<file path="src/pdat_pkg.sv">
// Package with shared types and constants of the packet delivery ack tracker.
`default_nettype none
package pdat_pkg;
	localparam int SEQ_BITS    = 16;
	localparam int ACK_WINDOW  = 32;
	localparam int QUEUE_DEPTH = 32;
	localparam int MAX_RESULTS = 33;
	localparam int PTR_BITS    = $clog2(QUEUE_DEPTH);
	localparam int CNT_BITS    = $clog2(QUEUE_DEPTH + 1);
	localparam int RES_BITS    = $clog2(MAX_RESULTS + 1);
	localparam logic [SEQ_BITS-1:0] SEQ_HALF = {1'b1, {(SEQ_BITS-1){1'b0}}};

	typedef enum logic [1:0] {
		KIND_SEND = 2'd0,
		KIND_ACK  = 2'd1,
		KIND_TICK = 2'd2,
		KIND_NONE = 2'd3
	} kind_t;

	typedef enum logic [2:0] {
		EV_SENT      = 3'd0,
		EV_DELIVERED = 3'd1,
		EV_DROPPED   = 3'd2,
		EV_NOTHING   = 3'd3,
		EV_UNTRACKED = 3'd4
	} event_t;

	typedef enum logic [2:0] {
		ST_IDLE,
		ST_SEND,
		ST_READ,
		ST_EVAL,
		ST_DONE
	} state_t;

	// Controller to datapath.
	typedef struct packed {
		logic latch;
		logic do_send;
		logic step;
		logic finish;
	} dp_cmd_t;

	// Datapath to controller.
	typedef struct packed {
		logic more;   // head entry needs work and result budget remains
		logic is_send;
	} dp_sts_t;

	function automatic logic seq_after(input logic [SEQ_BITS-1:0] a,
			input logic [SEQ_BITS-1:0] b);
		logic [SEQ_BITS-1:0] d;
		d = a - b;
		return (d != '0) && (d <= SEQ_HALF) && (a > b) ||
			(a < b) && ((b - a) > SEQ_HALF);
	endfunction
endpackage
`default_nettype wire

</file>
<file path="src/pdat_ctrl.sv">
// Controller state machine of the packet delivery ack tracker.
`default_nettype none
module pdat_ctrl import pdat_pkg::*; (
	input  wire logic    clk,
	input  wire logic    arst_n,
	input  wire logic    start,
	output logic         busy,
	output dp_cmd_t      cmd,
	input  dp_sts_t      sts
);
	state_t state_q, state_d;

	always_ff @(posedge clk or negedge arst_n) begin
		if (!arst_n) state_q <= ST_IDLE;
		else state_q <= state_d;
	end

	always_comb begin
		state_d = state_q;
		case (state_q)
			ST_IDLE: if (start) state_d = ST_READ;
			ST_READ: begin
				if (sts.is_send) state_d = ST_SEND;
				else state_d = ST_EVAL;
			end
			ST_SEND: state_d = ST_IDLE;
			ST_EVAL: if (!sts.more) state_d = ST_DONE;
			ST_DONE: state_d = ST_IDLE;
			default: state_d = ST_IDLE;
		endcase
	end

	always_comb begin
		cmd = '0;
		busy = (state_q != ST_IDLE);
		case (state_q)
			ST_IDLE: cmd.latch = start;
			ST_SEND: cmd.do_send = 1'b1;
			ST_EVAL: cmd.step = 1'b1;
			ST_DONE: cmd.finish = 1'b1;
			default: cmd = '0;
		endcase
	end
endmodule
`default_nettype wire

</file>
<file path="src/pdat_dp.sv">
// Datapath of the packet delivery ack tracker: in-flight queue and walk logic.
`default_nettype none
module pdat_dp import pdat_pkg::*; (
	input  wire logic                clk,
	input  wire logic                arst_n,
	input  dp_cmd_t                  cmd,
	output dp_sts_t                  sts,
	input  wire logic                process_acks,
	input  wire logic [15:0]         timeout_ticks,
	input  wire logic [1:0]          kind,
	input  wire logic [31:0]         now_time,
	input  wire logic [15:0]         client_tag,
	input  wire logic [15:0]         latest_ack,
	input  wire logic [31:0]         ack_mask,
	output logic                     strobe,
	output logic [2:0]               event_res,
	output logic [15:0]              seq_num,
	output logic [15:0]              client_out,
	output logic                     last
);
	logic [SEQ_BITS-1:0] mem_seq [QUEUE_DEPTH];
	logic [15:0]         mem_cli [QUEUE_DEPTH];
	logic [31:0]         mem_time[QUEUE_DEPTH];

	logic [1:0]          kind_q;
	logic [31:0]         now_q;
	logic [15:0]         tag_q;
	logic [SEQ_BITS-1:0] latest_q;
	logic [31:0]         mask_q;
	logic [SEQ_BITS-1:0] pos_q;
	logic [SEQ_BITS-1:0] next_seq_q;
	logic [PTR_BITS-1:0] head_q;
	logic [CNT_BITS-1:0] count_q;
	logic [RES_BITS-1:0] nres_q;
	logic [SEQ_BITS-1:0] hseq_q;
	logic [15:0]         hcli_q;
	logic [31:0]         htime_q;
	logic                hvalid_q;
	logic [2:0]          hold_ev_q;
	logic [15:0]         hold_seq_q;
	logic [15:0]         hold_cli_q;

	// The head entry is read into registers; a pop reads the next one ahead.
	logic [PTR_BITS-1:0] head_nx, rd_addr, wr_addr;
	logic [CNT_BITS:0]   wr_sum;
	logic                pop, move_pos, cont, got, tmo, full;
	logic [SEQ_BITS-1:0] idx;
	logic [31:0]         age;

	assign full = (count_q == CNT_BITS'(QUEUE_DEPTH));
	assign head_nx = (head_q == PTR_BITS'(QUEUE_DEPTH - 1)) ? '0 : head_q + 1'b1;
	assign wr_sum = (CNT_BITS+1)'(head_q) + (CNT_BITS+1)'(count_q);
	assign wr_addr = (wr_sum >= (CNT_BITS+1)'(QUEUE_DEPTH)) ?
		PTR_BITS'(wr_sum - (CNT_BITS+1)'(QUEUE_DEPTH)) : PTR_BITS'(wr_sum);
	assign age = now_q - htime_q;
	assign tmo = (age > {16'd0, timeout_ticks}) && !age[31];
	assign idx = latest_q - 1'b1 - pos_q;
	assign got = (pos_q == latest_q) ||
		((idx < SEQ_BITS'(32)) && mask_q[idx[4:0]]);

	always_comb begin
		cont = 1'b0;
		pop = 1'b0;
		move_pos = 1'b0;
		if (count_q != '0 && nres_q != RES_BITS'(MAX_RESULTS)) begin
			case (kind_q)
				KIND_ACK: begin
					if (pos_q == latest_q || seq_after(latest_q, pos_q)) begin
						cont = 1'b1;
						if (seq_after(pos_q, hseq_q)) pop = 1'b1;
						else if (pos_q == hseq_q) pop = 1'b1;
						else move_pos = 1'b1;
					end
				end
				KIND_TICK: begin
					cont = tmo;
					pop = tmo;
				end
				default: cont = 1'b0;
			endcase
		end
	end

	assign rd_addr = (cmd.step && pop) ? head_nx : head_q;
	assign sts.more = cont;
	assign sts.is_send = (kind_q == KIND_SEND);

	always_ff @(posedge clk) begin
		if (cmd.do_send && process_acks && !full) begin
			mem_seq[wr_addr]  <= next_seq_q;
			mem_cli[wr_addr]  <= tag_q;
			mem_time[wr_addr] <= now_q;
		end
		hseq_q  <= mem_seq[rd_addr];
		hcli_q  <= mem_cli[rd_addr];
		htime_q <= mem_time[rd_addr];
		if (cmd.latch) begin
			kind_q   <= kind;
			now_q    <= now_time;
			tag_q    <= client_tag;
			latest_q <= latest_ack;
			mask_q   <= ack_mask;
			pos_q    <= latest_ack - SEQ_BITS'(ACK_WINDOW);
		end else if (cmd.step && cont) begin
			if (move_pos) pos_q <= hseq_q;
			else if (pos_q == hseq_q) pos_q <= pos_q + 1'b1;
		end
		// Each popped entry's fate is held until it is known whether another follows.
		if (cmd.step && pop) begin
			hold_ev_q  <= (kind_q == KIND_ACK && pos_q == hseq_q && got) ?
				EV_DELIVERED : EV_DROPPED;
			hold_seq_q <= hseq_q;
			hold_cli_q <= hcli_q;
		end
		if (cmd.do_send) begin
			event_res  <= (process_acks && !full) ? EV_SENT : EV_UNTRACKED;
			seq_num    <= next_seq_q;
			client_out <= tag_q;
		end else if (cmd.step && (pop || !cont)) begin
			event_res  <= hold_ev_q;
			seq_num    <= hold_seq_q;
			client_out <= hold_cli_q;
		end else if (cmd.finish && nres_q == '0) begin
			event_res  <= EV_NOTHING;
			seq_num    <= '0;
			client_out <= '0;
		end
	end

	// hvalid_q marks a pending result that waits for the next step or end.
	always_ff @(posedge clk or negedge arst_n) begin
		if (!arst_n) begin
			next_seq_q <= '0;
			head_q     <= '0;
			count_q    <= '0;
			nres_q     <= '0;
			hvalid_q   <= 1'b0;
			strobe     <= 1'b0;
			last       <= 1'b0;
		end else begin
			strobe <= 1'b0;
			last   <= 1'b0;
			if (cmd.latch) begin
				nres_q   <= '0;
				hvalid_q <= 1'b0;
			end
			if (cmd.do_send) begin
				next_seq_q <= next_seq_q + 1'b1;
				if (process_acks && !full) count_q <= count_q + 1'b1;
				strobe <= 1'b1;
				last   <= 1'b1;
			end
			if (cmd.step) begin
				if (pop) begin
					head_q   <= head_nx;
					count_q  <= count_q - 1'b1;
					nres_q   <= nres_q + 1'b1;
					hvalid_q <= 1'b1;
					// A held result goes out now; the new one waits.
					strobe   <= hvalid_q;
				end else if (!cont) begin
					strobe   <= hvalid_q;
					last     <= hvalid_q;
					hvalid_q <= 1'b0;
				end
			end
			if (cmd.finish) begin
				strobe <= (nres_q == '0);
				last   <= (nres_q == '0);
			end
		end
	end
endmodule
`default_nettype wire

</file>
<file path="src/pdat_regs.sv">
// Configuration registers of the packet delivery ack tracker on an APB-style port.
`default_nettype none
module pdat_regs (
	input  wire logic        clk,
	input  wire logic        arst_n,
	input  wire logic        psel,
	input  wire logic        penable,
	input  wire logic        pwrite,
	input  wire logic [2:0]  paddr,
	input  wire logic [31:0] pwdata,
	output logic [31:0]      prdata,
	output logic             pready,
	output logic             process_acks,
	output logic [15:0]      timeout_ticks
);
	localparam logic [2:0] ADDR_PROC = 3'd0;
	localparam logic [2:0] ADDR_TMO  = 3'd4;
	logic proc_q;
	logic [15:0] tmo_q;
	logic wr;

	assign pready = 1'b1;
	assign wr = psel && penable && pwrite;
	assign process_acks = proc_q;
	assign timeout_ticks = tmo_q;

	always_ff @(posedge clk or negedge arst_n) begin
		if (!arst_n) begin
			proc_q <= 1'b1;
			tmo_q  <= 16'd600;
		end else if (wr) begin
			if (paddr == ADDR_PROC) proc_q <= pwdata[0];
			if (paddr == ADDR_TMO) tmo_q <= pwdata[15:0];
		end
	end

	always_comb begin
		case (paddr)
			ADDR_PROC: prdata = {31'd0, proc_q};
			ADDR_TMO:  prdata = {16'd0, tmo_q};
			default:   prdata = '0;
		endcase
	end
endmodule
`default_nettype wire

</file>
<file path="src/packet_delivery_ack_tracker.sv">
// Top level of the packet delivery ack tracker.
// A send passes through the READ and SEND states and is busy meanwhile; its one result is
// registered from the SEND state, and a new item is accepted only once busy has fallen.
// An ack or tick pops one entry per cycle, save where a step moves the window position instead;
// for n resolved entries the window position jumps at most n + 1 times.
// Results wait for the next pop or the walk's end so the final one can carry last; the receiver
// cannot stall. Asynchronous active-low reset empties the queue and loads default registers.
`default_nettype none
module packet_delivery_ack_tracker import pdat_pkg::*; (
	input  wire logic        clk,
	input  wire logic        arst_n,
	input  wire logic        psel,
	input  wire logic        penable,
	input  wire logic        pwrite,
	input  wire logic [2:0]  paddr,
	input  wire logic [31:0] pwdata,
	output logic [31:0]      prdata,
	output logic             pready,
	input  wire logic        start,
	output logic             busy,
	input  wire logic [1:0]  kind,
	input  wire logic [31:0] now_time,
	input  wire logic [15:0] client_tag,
	input  wire logic [15:0] latest_ack,
	input  wire logic [31:0] ack_mask,
	output logic             strobe,
	output logic [2:0]       event_res,
	output logic [15:0]      seq_num,
	output logic [15:0]      client_out,
	output logic             last
);
	logic process_acks;
	logic [15:0] timeout_ticks;
	dp_cmd_t cmd;
	dp_sts_t sts;

	// Register block: the user must write it only while no item is in flight; the block does not enforce this.
	pdat_regs u_regs (
		.clk, .arst_n, .psel, .penable, .pwrite, .paddr, .pwdata, .prdata, .pready,
		.process_acks, .timeout_ticks
	);

	// The controller sequences reads of the queue head and one evaluation per cycle.
	pdat_ctrl u_ctrl (.clk, .arst_n, .start, .busy, .cmd, .sts);

	// The datapath holds the queue, the window position and the result registers.
	pdat_dp u_dp (
		.clk, .arst_n, .cmd, .sts, .process_acks, .timeout_ticks,
		.kind, .now_time, .client_tag, .latest_ack, .ack_mask,
		.strobe, .event_res, .seq_num, .client_out, .last
	);
endmodule
`default_nettype wire

</file>
<file path="config.mk">
export PLATFORM = sky130hd
export DESIGN_NAME = packet_delivery_ack_tracker
export DESIGN_NICKNAME = d
export VERILOG_FILES = /design/src/pdat_pkg.sv /design/src/pdat_ctrl.sv /design/src/pdat_dp.sv /design/src/pdat_regs.sv /design/src/packet_delivery_ack_tracker.sv
export SDC_FILE = /design/constraint.sdc
export NUM_CORES = 2
export LEC_CHECK = 0
export ABC_CLOCK_PERIOD_IN_PS = 12600
export BUFFER_PORTS_ARGS = -buffer_cell sky130_fd_sc_hd__buf_2
export CELL_PAD_IN_SITES_DETAIL_PLACEMENT = 1
export CELL_PAD_IN_SITES_GLOBAL_PLACEMENT = 2
export CORE_UTILIZATION = 50
export DETAILED_ROUTE_END_ITERATION = 16
export PLACE_DENSITY = 0.95
export SETUP_SLACK_MARGIN = 0.1
export SLEW_MARGIN = 20
export SYNTH_ARGS = -nofsm -noshare
export SYNTH_HDL_FRONTEND = slang
export SYNTH_HIERARCHICAL = 1
export SYNTH_SLANG_ARGS = --single-unit
</file>
<file path="constraint.sdc">
create_clock -name clk -period 12.6 [get_ports clk]
set_input_delay 0.63 -clock clk [delete_from_list [all_inputs] [get_ports clk]]
set_output_delay 0.63 -clock clk [all_outputs]
set_load 0.02 [all_outputs]
</file>
==> results <==
- The run finished with clean final reports.
- The count of cells in the finished layout, fillers not included, comes to approximately 9.7k.
- Setup repair after global routing left no endpoint under its margin.
- By area, the combinational part of the netlist is dominated by compound AO/OA/AOI/OAI gates.
- The number of failing hold endpoints at the final stage is 0.
- After detailed routing, the number of remaining DRC violations is 0.
- The tool flagged a number of max-cap violations equal to 0.
- After Yosys synthesis, full adders, half adders and majority gates account for between 1.5 and 2% of the synthesized area.
- The post-CTS resize count is 0.
- The floorplan die width is between 400 and 500 µm.
- The placed instances occupy a cell area of 102000 µm².
- After detailed routing, the met2 layer carries 156000 µm of wire.
- Grouping stages by cell kind, the critical path spends the most delay in compound AO/OA/AOI/OAI gates.
- The full die area is a little under 200000 µm².
- The most used flip-flop cell after synthesis is sky130_fd_sc_hd__edfxtp_1.
- The xor/xnor share of the synthesized area is less than 1%.
- The highest routing layer actually used is met5.
- The fraction of layout instances using a drive strength above 1 is 11.5%.
- The largest fanout on the critical path is 70.
- The total core area is 195000 µm².
- For this run, the total global-route usage over all layers was measured as a little under a third.
- In this run the worst hold path is classified as in2async.
- The mux cell area share after synthesis is under 10%.
- The net count of the finished layout is 7185.
- The longest clock path from root to sink contains 3 buffers.
- The first TritonRoute pass finished after 7 iterations.
- The stage delay of the slowest cell on the critical path is around 1.0 ns.
- After clock tree synthesis, the clock-pin slew on the worst setup and hold paths is approximately 0.070 ns.
- The number of global-route vias before repair was ~68k.
- The worst-case IR drop observed on VDD is between 150 and 200 µV.
- The number of port buffers is roughly 180.
- Measured against its own limit, the worst slew margin works out to approximately a fifth.
- The post-synthesis instance total is about 6.7k.
- The number of top-level pins is 210.
- Setup violations remaining at the end of the flow were counted as 0.
- Together, buffers and inverters on the worst path number 6.
- Yosys mapped the design onto around 100 distinct sky130hd cell types.
- In this run the core area contains about 160 standard-cell rows.
- The part of the cycle the worst path needs is between 70% and 80%.
- Routability-driven placement finished with a final weighted congestion of 0.874.
- The HPWL after detailed placement is roughly 170000 µm.
- The die is 445 µm tall.
- The violation count after the first detailed-routing iteration is 8835.
- The critical path start-end classification is reg2reg.
- The largest clock skew in the final design is between 0.07 and 0.08 ns.
- For the worst setup path, the data required time is 13.40 ns.
- The hold buffer count at cts is around 120.
- The simple-gate share of the synthesized area is between 7 and 8%.
- The clock tree from TritonCTS is yes.
- STA classifies the critical path endpoint as a register.
- The detailed router put a total of 114000 µm of wire on met1.
- The fraction of the mapped netlist area in compound gates is about 10%.
- The post-synthesis async set-or-reset flop share is under 10%.
- The cell area that synthesis handed to floorplanning was just under 100000 µm².
- The power density normalized to cell area is 198 nW/µm².
- From synthesis to final layout, the design area changed by 13.0%.
- Counting every sink on the clock net gives ~2.4k.
- The detailed-route via count is between 60k and 70k.
- Summed over all failing endpoints, the final setup total negative slack is 0 ns.
- Post-CTS timing repair inserted 0 buffers for setup.
- Wire segments on met3 add up to about 34000 µm in the final route.
- Of the post-synthesis cell area, the dominant cell type holds 68.2%.
- The flop and latch count out of synthesis is roughly 2.4k.
- The actual transition at the worst max-transition pin is between 1 and 1.5 ns.
- The global-route wire length before repair is 461000 µm.
- For this design, the slowest cell found on the critical path is sky130_fd_sc_hd__edfxtp_1.
- The detailed-route vias per instance is ~6.7.
- The number of placed cells counting well taps is 9181.
- Summed over all cells, the static leakage comes to 37.2 nW.
- The maximum clock frequency is approximately 110 MHz.
- Of all cell types, the one taking the most synthesized area is sky130_fd_sc_hd__edfxtp_1.
- The minimum clock period is approximately 9.5 ns.
- The total global routing overflow is 0.
- In the post-synthesis netlist, the biggest area contributors are sky130_fd_sc_hd__edfxtp_1 68%, sky130_fd_sc_hd__mux2i_1 5.6%, sky130_fd_sc_hd__nand2_1 3.6%.
- For this configuration, the core starts out at a cell density of 50.4%.
- The synthesized design contains roughly 2.2k enable-type register cells.
- The total routed wirelength is 323000 µm.
- The initial antenna violation count is 6.
- In this run the number of H-tree levels came out at 4.
- Entering global routing, the biggest net connects approximately 190 pins.
- The post-route cell area is between 100000 and 150000 µm².
- STA classifies the critical path startpoint as a register.
- Once detail routing completed, the nets flagged for antenna violations numbered 0.
- In this run, CTS created clock tree buffers numbering 227.
- The most repeated library cell on the critical path is sky130_fd_sc_hd__buf_4.
- At the later pin of the worst-skew pair, clock insertion delay measures 0.92 ns.
- The post-synthesis area per instance is roughly 15 µm².
- The data arrival at the endpoint of the critical path is 10.27 ns.
- During synthesis, Yosys emitted a total of 6 warnings.
- The number of max-slew violations in the final report came to 0.
- Sequential elements use between 70 and 80% of the synthesized area.
- In the final routed layout, each cell accounts on average for between 30 and 40 µm.
- The buffer cell driving the clock tree root is sky130_fd_sc_hd__clkbuf_16.
synth_stat cells (51+ instances only):
cell	instances
sky130_fd_sc_hd__nand2_1	942
sky130_fd_sc_hd__nand4_1	86
sky130_fd_sc_hd__a211oi_1	233
sky130_fd_sc_hd__a21boi_0	218
sky130_fd_sc_hd__a311oi_1	194
sky130_fd_sc_hd__buf_2	140
sky130_fd_sc_hd__nand3_1	214
sky130_fd_sc_hd__mux2i_1	550
sky130_fd_sc_hd__a22oi_1	55
sky130_fd_sc_hd__buf_4	54
sky130_fd_sc_hd__dfrtp_1	51
sky130_fd_sc_hd__a21oi_1	122
sky130_fd_sc_hd__o21ai_0	128
sky130_fd_sc_hd__dfxtp_1	64
sky130_fd_sc_hd__inv_1	135
sky130_fd_sc_hd__ha_1	126
sky130_fd_sc_hd__clkbuf_1	201
sky130_fd_sc_hd__nor2_1	133
sky130_fd_sc_hd__edfxtp_1	2231
sky130_fd_sc_hd__xnor2_1	72
final timing paths:
check / slack [ns] / to / cells past startpoint / start
max: 3.13 / u_dp/hseq_q[15] / 25 / u_dp/now_q[1]
min: 0.12 / u_regs/timeout_ticks[5] / 2 / arst_n
max reg2reg: 3.13 / u_dp/hseq_q[15] / 25 / u_dp/now_q[1]
min reg2reg: 0.40 / u_dp/hold_cli_q[12] / 0 / u_dp/hcli_q[12]
max in group asynchronous: 11.28 / u_dp/next_seq_q[0] / 3 / arst_n
min in group clk: 0.17 / u_ctrl/state_q[1] / 3 / start
worst register-to-register path: cells and delay by family (launching register included):
| family | cells | cell delay, ns |
|---|---|---|
| flops | 1 | 1.01 |
| buf+inv | 6 | 2.48 |
| simple gates | 7 | 2.03 |
| fa+ha+maj | 2 | 0.85 |
| compound gates | 9 | 2.85 |
| xor+xnor | 1 | 0.16 |
metal layers:
metal,GRT usage [%],vias to the layer above
met5,0,-
met4,16.6,4
met1,39.2,33000
li1,-,26400
met2,52.7,4481
met3,6.71,1110
cells by family (layout without fill, tap and decap cells):
kind of cell               Yosys count  in the layout
DFF                               2351           2351
and+or+nand+nor                   1600           1600
AOI/OAI and AO/OA                 1319           1319
muxes                              603            603
buffers and inverters              571            998
adders and majority gates          129            129
xor gates and xnor gates           103            103
other                                2             21
cells in the final DEF (no fill, tap or decap), drive strengths merged, types with 90 or more instances in the layout:
| cell type | n |
|---|---|
| a21boi | 219 |
| a311oi | 194 |
| a21oi | 125 |
| edfxtp | 2231 |
| buf | 312 |
| nand2 | 943 |
| inv | 148 |
| nor2 | 133 |
| clkbuf | 301 |
| nand3 | 214 |
| dlygate4sd3 | 115 |
| a211oi | 234 |
| o21ai | 140 |
| clkinv | 90 |
| mux2i | 551 |
| ha | 126 |
sequential cells by signal, indices dropped and copies added, names as in the netlist, 32 cells and up:
name	flops
u_dp/mem_seq	512
u_dp/now_q	32
u_dp/htime_q	32
u_dp/mask_q	32
u_dp/mem_cli	512
u_dp/mem_time	1024
report_power, final:
part	internal (W)	switching (W)	leakage (nW)	total (W)
clock network	0.00410	0.00314	3.84	0.00723
registers	0.00927	0.000500	20.7	0.00977
logic	0.00163	0.00339	12.6	0.00502
final cells by class:
| cell class | count | area [µm²] |
|---|---|---|
| multi-input combinational | 3771 | 26400 |
| sequential | 2351 | 69700 |
| tap | 2624 | 3280 |
| antenna | 4 | 10.0 |
| clock buffer | 301 | 6280 |
| timing repair buffer | 427 | 3330 |
| clock inverter | 131 | 1550 |
| fill | 18100 | 84100 |
| inverter | 139 | 553 |
through the flow:
stage | util (%) | hold WS (ns) | power, W | setup WS [ns]
after detailed placement | 52.1 | 0.393 | 0.0147 | 3.16
final | 56.9 | 0.125 | 0.0220 | 3.13
after global routing | 56.9 | 0.113 | 0.0226 | 2.87
after global placement | 52.1 | 0.387 | 0.0144 | 3.59
after CTS | 56.7 | 0.0745 | 0.0219 | 2.94
after floorplan | - | 0.334 | 0.0130 | 6.92
Note: power is estimated with default switching activity, not from simulation.
